File: config.mk
export PLATFORM = sky130hd
export DESIGN_NAME = crc32_message_framer_top
export DESIGN_NICKNAME = d
export VERILOG_FILES = /design/src/rtl/cmf_pkg.sv /design/src/rtl/cmf_front.sv /design/src/rtl/cmf_queue.sv /design/src/rtl/cmf_back.sv /design/src/rtl/crc32_message_framer_top.sv
export SDC_FILE = /design/constraint.sdc
export NUM_CORES = 1
export LEC_CHECK = 0
export BUFFER_PORTS_ARGS = -buffer_cell sky130_fd_sc_hd__buf_2
export CORE_MARGIN = 3
export CORE_UTILIZATION = 55
export CTS_CLUSTER_DIAMETER = 40
export DETAILED_ROUTE_END_ITERATION = 16
export PLACE_DENSITY = 0.74
export RECOVER_POWER = 25
export SLEW_MARGIN = 20
export SYNTH_ARGS = -nofsm -noshare
export SYNTH_HDL_FRONTEND = slang
export SYNTH_HIERARCHICAL = 1
export SYNTH_SLANG_ARGS = --single-unit
File: constraint.sdc
create_clock -name clk -period 10.3 [get_ports clk]
set_clock_uncertainty 0.05 [all_clocks]
set_input_delay 2.06 -clock clk [delete_from_list [all_inputs] [get_ports clk]]
set_output_delay 2.06 -clock clk [all_outputs]
set_load 0.03 [all_outputs]
File: src/rtl/cmf_pkg.sv
`timescale 1ns / 1ps
// ============================================================================
// cmf_pkg
// Shared types, constants and the byte-wide CRC-32 update for the framer.
// ============================================================================
package cmf_pkg;

    // Frame constants.
    localparam logic [7:0]  SYNC_FIRST       = 8'hA5;
    localparam logic [7:0]  SYNC_SECOND      = 8'hFF;
    localparam logic [31:0] CRC_INIT         = 32'hFFFF_FFFF;
    localparam logic [31:0] CRC_POLY         = 32'hEDB8_8320;
    localparam logic [15:0] MIN_LENGTH_FIELD = 16'd4;

    // Command queue between the front and back parts.
    localparam int QUEUE_DEPTH = 4;
    localparam int QUEUE_AW    = $clog2(QUEUE_DEPTH);

    // One command per accepted item that produces frame bytes.
    typedef struct packed {
        logic        start;        // Emit the six header bytes first.
        logic        emit;         // Emit the payload byte.
        logic        last;         // Emit the CRC trailer afterwards.
        logic [7:0]  data;         // Payload byte.
        logic [15:0] msg_type;     // Type word for the header.
        logic [15:0] length_field; // Length word for the header.
    } cmd_t;

    // Byte positions that the back part walks through for one command.
    typedef enum logic [3:0] {
        STEP_SYNC0,
        STEP_SYNC1,
        STEP_LEN_LO,
        STEP_LEN_HI,
        STEP_TYPE_LO,
        STEP_TYPE_HI,
        STEP_PAYLOAD,
        STEP_CRC0,
        STEP_CRC1,
        STEP_CRC2,
        STEP_CRC3
    } step_t;

    // Reflected CRC-32 update over one byte, one bit per step.
    function automatic logic [31:0] crc_byte(input logic [31:0] crc_in,
                                             input logic [7:0]  data_in);
        logic [31:0] c;
        c = crc_in ^ {24'd0, data_in};
        for (int i = 0; i < 8; i++) begin
            c = c[0] ? ((c >> 1) ^ CRC_POLY) : (c >> 1);
        end
        return c;
    endfunction

endpackage

File: src/rtl/cmf_front.sv
`timescale 1ns / 1ps
// ============================================================================
// cmf_front
// Accepts input items, tracks the open message and turns each useful item
// into one command for the back part. Stray bytes are dropped here.
// ============================================================================
module cmf_front #(
    parameter int MAX_PAYLOAD = 256
) (
    input  logic          clk,
    input  logic          rst_n,
    input  logic          in_valid,
    output logic          in_ready,
    input  logic [7:0]    payload_byte,
    input  logic          starts_message,
    input  logic [15:0]   message_type,
    input  logic [8:0]    payload_length,
    output logic          push,
    output cmf_pkg::cmd_t push_cmd,
    input  logic          queue_full
);
    import cmf_pkg::*;

    localparam int         BLW     = $clog2(MAX_PAYLOAD + 1);
    localparam logic [8:0] MAX_LEN = 9'(MAX_PAYLOAD);

    logic           in_message_reg, in_message_next;
    logic [BLW-1:0] bytes_left_reg, bytes_left_next;
    logic [8:0]     len_sat;
    logic [15:0]    len_plus;
    logic           accept;

    assign in_ready = !queue_full;
    assign accept   = in_valid && in_ready;

    // Saturate the length and form the header length word.
    always_comb
    begin
        len_sat  = (payload_length > MAX_LEN) ? MAX_LEN : payload_length;
        len_plus = 16'(len_sat) + 16'd2;
    end

    // Classify the item and build its command.
    always_comb
    begin
        in_message_next       = in_message_reg;
        bytes_left_next       = bytes_left_reg;
        push                  = 1'b0;
        push_cmd.start        = starts_message;
        push_cmd.data         = payload_byte;
        push_cmd.msg_type     = message_type;
        push_cmd.length_field = (len_plus < MIN_LENGTH_FIELD) ? MIN_LENGTH_FIELD
                                                              : len_plus;
        push_cmd.emit         = 1'b1;
        push_cmd.last         = 1'b0;
        if (starts_message)
        begin
            push_cmd.emit = (len_sat != 9'd0);
            push_cmd.last = (len_sat <= 9'd1);
        end
        else
        begin
            push_cmd.last = (bytes_left_reg == BLW'(1));
        end

        if (accept)
        begin
            if (starts_message)
            begin
                push            = 1'b1;
                in_message_next = (len_sat > 9'd1);
                bytes_left_next = BLW'(len_sat) - BLW'(1);
            end
            else if (in_message_reg)
            begin
                push            = 1'b1;
                in_message_next = (bytes_left_reg != BLW'(1));
                bytes_left_next = bytes_left_reg - BLW'(1);
            end
        end
    end

    // Message tracking state.
    always_ff @(posedge clk or negedge rst_n)
    begin
        if (!rst_n)
        begin
            in_message_reg <= 1'b0;
            bytes_left_reg <= '0;
        end
        else
        begin
            in_message_reg <= in_message_next;
            bytes_left_reg <= bytes_left_next;
        end
    end

endmodule

File: src/rtl/cmf_queue.sv
`timescale 1ns / 1ps
// ============================================================================
// cmf_queue
// Short command queue that decouples the front part from the back part.
// ============================================================================
module cmf_queue (
    input  logic          clk,
    input  logic          rst_n,
    input  logic          push,
    input  cmf_pkg::cmd_t push_cmd,
    input  logic          pop,
    output logic          head_valid,
    output cmf_pkg::cmd_t head_cmd,
    output logic          full
);
    import cmf_pkg::*;

    cmd_t                entries_reg [QUEUE_DEPTH];
    logic [QUEUE_AW-1:0] wr_ptr_reg, wr_ptr_next;
    logic [QUEUE_AW-1:0] rd_ptr_reg, rd_ptr_next;
    logic [QUEUE_AW:0]   count_reg, count_next;
    logic                do_push, do_pop;

    assign full       = (count_reg == (QUEUE_AW + 1)'(QUEUE_DEPTH));
    assign head_valid = (count_reg != '0);
    assign head_cmd   = entries_reg[rd_ptr_reg];
    assign do_push    = push && !full;
    assign do_pop     = pop && head_valid;

    // Pointer and fill count updates.
    always_comb
    begin
        wr_ptr_next = do_push ? wr_ptr_reg + QUEUE_AW'(1) : wr_ptr_reg;
        rd_ptr_next = do_pop  ? rd_ptr_reg + QUEUE_AW'(1) : rd_ptr_reg;
        count_next  = count_reg;
        if (do_push && !do_pop)
        begin
            count_next = count_reg + (QUEUE_AW + 1)'(1);
        end
        else if (do_pop && !do_push)
        begin
            count_next = count_reg - (QUEUE_AW + 1)'(1);
        end
    end

    always_ff @(posedge clk or negedge rst_n)
    begin
        if (!rst_n)
        begin
            wr_ptr_reg <= '0;
            rd_ptr_reg <= '0;
            count_reg  <= '0;
        end
        else
        begin
            wr_ptr_reg <= wr_ptr_next;
            rd_ptr_reg <= rd_ptr_next;
            count_reg  <= count_next;
        end
    end

    // Entry storage needs no reset.
    always_ff @(posedge clk)
    begin
        if (do_push)
        begin
            entries_reg[wr_ptr_reg] <= push_cmd;
        end
    end

endmodule

File: src/rtl/cmf_back.sv
`timescale 1ns / 1ps
// ============================================================================
// cmf_back
// Walks each command through its frame bytes, keeps the running CRC and
// drives the registered output stream.
// ============================================================================
module cmf_back (
    input  logic          clk,
    input  logic          rst_n,
    input  logic          head_valid,
    input  cmf_pkg::cmd_t head_cmd,
    output logic          pop,
    output logic          out_valid,
    input  logic          out_ready,
    output logic [7:0]    frame_byte,
    output logic          frame_end
);
    import cmf_pkg::*;

    cmd_t        cmd_reg;
    logic        cmd_valid_reg, cmd_valid_next;
    step_t       step_reg, step_next;
    logic [31:0] crc_reg, crc_next;
    logic        out_valid_reg;
    logic [7:0]  out_byte_reg;
    logic        out_end_reg;

    logic        adv;
    logic        done;
    step_t       follow_step;
    logic [7:0]  cur_byte;
    logic        cur_covered;
    logic        cur_end;

    // A byte moves to the output register when it is empty or being drained.
    assign adv = cmd_valid_reg && (!out_valid_reg || out_ready);

    // Next-step logic.
    always_comb
    begin
        follow_step = step_reg;
        done        = 1'b0;
        case (step_reg)
            STEP_SYNC0:   follow_step = STEP_SYNC1;
            STEP_SYNC1:   follow_step = STEP_LEN_LO;
            STEP_LEN_LO:  follow_step = STEP_LEN_HI;
            STEP_LEN_HI:  follow_step = STEP_TYPE_LO;
            STEP_TYPE_LO: follow_step = STEP_TYPE_HI;
            STEP_TYPE_HI: follow_step = cmd_reg.emit ? STEP_PAYLOAD : STEP_CRC0;
            STEP_PAYLOAD:
            begin
                follow_step = STEP_CRC0;
                done        = !cmd_reg.last;
            end
            STEP_CRC0:    follow_step = STEP_CRC1;
            STEP_CRC1:    follow_step = STEP_CRC2;
            STEP_CRC2:    follow_step = STEP_CRC3;
            STEP_CRC3:    done        = 1'b1;
            default:      done        = 1'b1;
        endcase
    end

    // Command load and step register updates.
    always_comb
    begin
        pop            = head_valid && (!cmd_valid_reg || (adv && done));
        cmd_valid_next = cmd_valid_reg;
        step_next      = step_reg;
        if (!cmd_valid_reg || (adv && done))
        begin
            cmd_valid_next = head_valid;
            step_next      = head_cmd.start ? STEP_SYNC0 : STEP_PAYLOAD;
        end
        else if (adv)
        begin
            step_next = follow_step;
        end
    end

    // Output byte for the current step.
    always_comb
    begin
        cur_covered = 1'b1;
        cur_end     = 1'b0;
        case (step_reg)
            STEP_SYNC0:   cur_byte = SYNC_FIRST;
            STEP_SYNC1:   cur_byte = SYNC_SECOND;
            STEP_LEN_LO:  cur_byte = cmd_reg.length_field[7:0];
            STEP_LEN_HI:  cur_byte = cmd_reg.length_field[15:8];
            STEP_TYPE_LO: cur_byte = cmd_reg.msg_type[7:0];
            STEP_TYPE_HI: cur_byte = cmd_reg.msg_type[15:8];
            STEP_PAYLOAD: cur_byte = cmd_reg.data;
            STEP_CRC0:
            begin
                cur_byte    = crc_reg[7:0];
                cur_covered = 1'b0;
            end
            STEP_CRC1:
            begin
                cur_byte    = crc_reg[15:8];
                cur_covered = 1'b0;
            end
            STEP_CRC2:
            begin
                cur_byte    = crc_reg[23:16];
                cur_covered = 1'b0;
            end
            STEP_CRC3:
            begin
                cur_byte    = crc_reg[31:24];
                cur_covered = 1'b0;
                cur_end     = 1'b1;
            end
            default:
            begin
                cur_byte    = 8'd0;
                cur_covered = 1'b0;
            end
        endcase
    end

    // Running CRC; the first sync byte restarts it, which also drops an
    // abandoned frame's partial CRC.
    always_comb
    begin
        crc_next = crc_reg;
        if (adv && cur_covered)
        begin
            crc_next = crc_byte((step_reg == STEP_SYNC0) ? CRC_INIT : crc_reg,
                                cur_byte);
        end
    end

    always_ff @(posedge clk or negedge rst_n)
    begin
        if (!rst_n)
        begin
            cmd_valid_reg <= 1'b0;
            step_reg      <= STEP_SYNC0;
            crc_reg       <= CRC_INIT;
            out_valid_reg <= 1'b0;
        end
        else
        begin
            cmd_valid_reg <= cmd_valid_next;
            step_reg      <= step_next;
            crc_reg       <= crc_next;
            if (adv)
            begin
                out_valid_reg <= 1'b1;
            end
            else if (out_ready)
            begin
                out_valid_reg <= 1'b0;
            end
        end
    end

    // Payload registers.
    always_ff @(posedge clk)
    begin
        if (pop)
        begin
            cmd_reg <= head_cmd;
        end
        if (adv)
        begin
            out_byte_reg <= cur_byte;
            out_end_reg  <= cur_end;
        end
    end

    assign out_valid  = out_valid_reg;
    assign frame_byte = out_byte_reg;
    assign frame_end  = out_end_reg;

endmodule

File: src/rtl/crc32_message_framer_top.sv
`timescale 1ns / 1ps
// ============================================================================
// crc32_message_framer_top
// Frames payload bytes as A5 FF, length, type, payload and a CRC-32 trailer.
// ============================================================================
//  Channel   Direction  Handshake            Contents
//  s_*       in         s_tvalid / s_tready  payload bytes, start flag in tuser
//  m_*       out        m_tvalid / m_tready  frame bytes, tlast on last CRC byte
//
// Each output transfer carries one frame byte; a payload byte in mid-message
// yields one byte, a message start adds the six header bytes, a last byte the four CRC bytes.
// Input is taken one item per cycle until the four-entry command queue fills.
// The first frame byte passes through the queue entry, the command register and
// the output register before it is presented on m_tvalid.
// Reset clears the message tracking, the queue and the CRC; no clearing pass.
// Either side may stall; the queue and the output register keep data intact.
// ============================================================================
module crc32_message_framer_top #(
    parameter int MAX_PAYLOAD = 256
) (
    input  logic        clk,
    input  logic        rst_n,
    input  logic        s_tvalid,
    output logic        s_tready,
    input  logic [39:0] s_tdata,  // payload_byte[7:0], message_type[23:8],
                                  // payload_length[32:24], zero pad [39:33]
    input  logic        s_tuser,  // starts_message[0]
    output logic        m_tvalid,
    input  logic        m_tready,
    output logic [7:0]  m_tdata,  // frame_byte[7:0]
    output logic        m_tlast   // frame_end
);
    import cmf_pkg::*;

    logic push;
    cmd_t push_cmd;
    logic queue_full;
    logic pop;
    logic head_valid;
    cmd_t head_cmd;

    // Front part: accept and classify.
    cmf_front #(
        .MAX_PAYLOAD (MAX_PAYLOAD)
    ) u_front (
        .clk            (clk),
        .rst_n          (rst_n),
        .in_valid       (s_tvalid),
        .in_ready       (s_tready),
        .payload_byte   (s_tdata[7:0]),
        .starts_message (s_tuser),
        .message_type   (s_tdata[23:8]),
        .payload_length (s_tdata[32:24]),
        .push           (push),
        .push_cmd       (push_cmd),
        .queue_full     (queue_full)
    );

    // Command queue.
    cmf_queue u_queue (
        .clk        (clk),
        .rst_n      (rst_n),
        .push       (push),
        .push_cmd   (push_cmd),
        .pop        (pop),
        .head_valid (head_valid),
        .head_cmd   (head_cmd),
        .full       (queue_full)
    );

    // Back part: byte sequencing and CRC.
    cmf_back u_back (
        .clk        (clk),
        .rst_n      (rst_n),
        .head_valid (head_valid),
        .head_cmd   (head_cmd),
        .pop        (pop),
        .out_valid  (m_tvalid),
        .out_ready  (m_tready),
        .frame_byte (m_tdata),
        .frame_end  (m_tlast)
    );

endmodule

==> flow_summary.toml <==
[global_route]
grt_max_degree = 63
grt_first_pass_wirelength_mm = 39.8
grt_use_total = 0.197
grt-ovfl-total = 0
antenna_found_initial = 0
grt_pass1_vias = 7214

[synth]
avgSynthCellArea_um2 = 15.1
synth_edf_count = 223
synth_top_area_share = 0.509
ys_types = 90
yosysWarnings = 6
synth_ff_type = "edfxtp_1"
synth-seq-area-share = 0.616
synth_largest_area_cell = "edfxtp_1"
synthesis.area_um2 = 13200
ys_ff_latch = 278
ys_async_sr_fraction = 0.198
synthTopCellsByArea = "edfxtp_1, mux4_2, dfstp_2"
synth_cells = 869

[sta]
setup_viol_count_final = 0
tightest_slew_ns = 3.72
maxSlewHeadroom = -1.48
rsz0062_at_grt = "false"
max_freq_ghz = 0.223
fin_crit_sh = 0.435
slew_violations = 46
setup_ws_ns = 5.82
hold_violations = 0
fin_crit_ns = 4.48
tns_ns = 0

[worst_setup_path]
cp.required_ns = 10.69
cp_max_fo = 26
cp-end-kind = "flop"
cp-start-kind = "flop"
path_class = "reg -> reg"
crit_arrival_ns = 4.87

[route]
wl_per_cell_um = 20.0
met1Wirelength_mm = 10.9
drc = 0
vias_per_cell = 5.73
top_layer = "met4"
drtPass1Iterations = 5
postRouteAntennaNets = 0
route.met3.wl_mm = 1.35
wl_met2_mm = 11.8
initialDrtViolationCount = 666
wirelength_mm = 24.7
vias = 7082

[placement]
pre_cts_ws_ns = 5.42
gp_congestion = 0.910
placed_cells = 1169
port-buffer-count = 48
dp_hpwl_mm = 15.4

[outcome]
violations = "max-capacitance violations, max-slew violations"
outcome = "finished with violations"

[die]
core-area_um2 = 23100
start_util = 0.571
die_area_um2 = 25800
rows = 55
pin_count = 56
die_h_um = 161
die_w_um = 161

[cts]
path_clk_slew_ns = 0.06
h-tree-depth = 2
cts-resized-gates = 0
cts_tree = "done"
cts.sinks = 278
cts-root-buf = "clkbuf_16"
insertion_delay_ns = 0.53
max-clock-path-buffers = 3
cts_setup_buffers = 0
cts_buffers = 36
postCtsHoldBufs = 0

[cells_and_area]
fin_util = 0.631
largest_register_ffs = 172
n_antenna_cell = 0
fin_cells = 1235
drive_gt1_frac = 0.226
layout_commonest_cell = "edfxtp_1"
area_growth_pct = 10.5
final_net_count = 953
layout_common_cells = "edfxtp_1, nor2_1, xnor2_1"

[flow_run]
drv_cap = 1

[min_path]
hold_path_class = "reg -> reg"
path summary, 6_finish.rpt:
check / start / endpoint / slack, ns / depth (start not counted)
worst min-delay path: u_back/crc_reg[24]$_DFFE_PN1P_ / u_back/crc_reg[24]$_DFFE_PN1P_ / 0.43 / 2
worst max register to register: u_back/step_reg[0]$_DFFE_PN0P_ / u_back/crc_reg[25]$_DFFE_PN1P_ / 5.82 / 9
max in group asynchronous: rst_n / u_queue/rd_ptr_reg[0]$_DFFE_PN0P_ / 8.03 / 2
min in group asynchronous: rst_n / u_back/step_reg[0]$_DFFE_PN0P_ / 1.65 / 2
worst min register to register: u_back/crc_reg[24]$_DFFE_PN1P_ / u_back/crc_reg[24]$_DFFE_PN1P_ / 0.43 / 2
worst max-delay path: u_back/step_reg[0]$_DFFE_PN0P_ / u_back/crc_reg[25]$_DFFE_PN1P_ / 5.82 / 9
critical path: stages (launching register included):
cell,delay [ns]
dfrtp_1,0.92
buf_4,0.39
mux2_1,0.43
a222oi_1,0.37
o221ai_2,0.22
xor2_2,0.57
xnor3_2,0.52
xor2_2,0.31
xnor3_1,0.46
o21ai_1,0.13
logic make-up (layout without fill, tap and decap cells):
family                     count (synthesis)  after routing  synth area share
DFF                                      278            278             0.616
and+or+nand+nor                          204            204            0.0842
AOI/OAI and AO/OA                        124            124            0.0670
buffers and inverters                    101            148            0.0497
xor gates and xnor gates                  88             88            0.0797
muxes                                     59             59            0.0887
adders and majority gates                 14             14            0.0139
other                                      1              7          0.000285
metal layers:
metal,GRT usage,vias up
met5,0,-
met4,0.0659,0
met3,0.0423,52
met2,0.312,190
met1,0.275,3542
li1,-,3298
cells in the mapped netlist, types with 16 or more instances:
cell type / number
nor2_1: 55
xnor2_1: 46
dfrtp_1: 23
clkbuf_1: 16
buf_4: 33
xor2_1: 19
o21ai_0: 34
nand2_1: 43
edfxtp_1: 223
inv_1: 20
mux4_2: 38
dfstp_2: 32
stage by stage:
stage               hold WS (ns)  cell area (µm²)
finish                     0.430            14500
global route               0.448            14500
floorplan                  0.395            13200
global placement           0.412            13400
CTS                        0.431            14600
detailed placement         0.421            13400
final cells by class:
type / count / area (µm²)
fillers: 1607 / 8510
multi-input cells: 496 / 4420
well taps: 313 / 392
repair buffers: 62 / 310
clock buffers: 43 / 978
inverters: 20 / 75.1
flip-flops and latches: 278 / 8120
clock inverters: 23 / 250
Power is left out: the tool's default activity adds up to more than one toggle a clock period on the data nets, which glitch-free logic cannot reach.
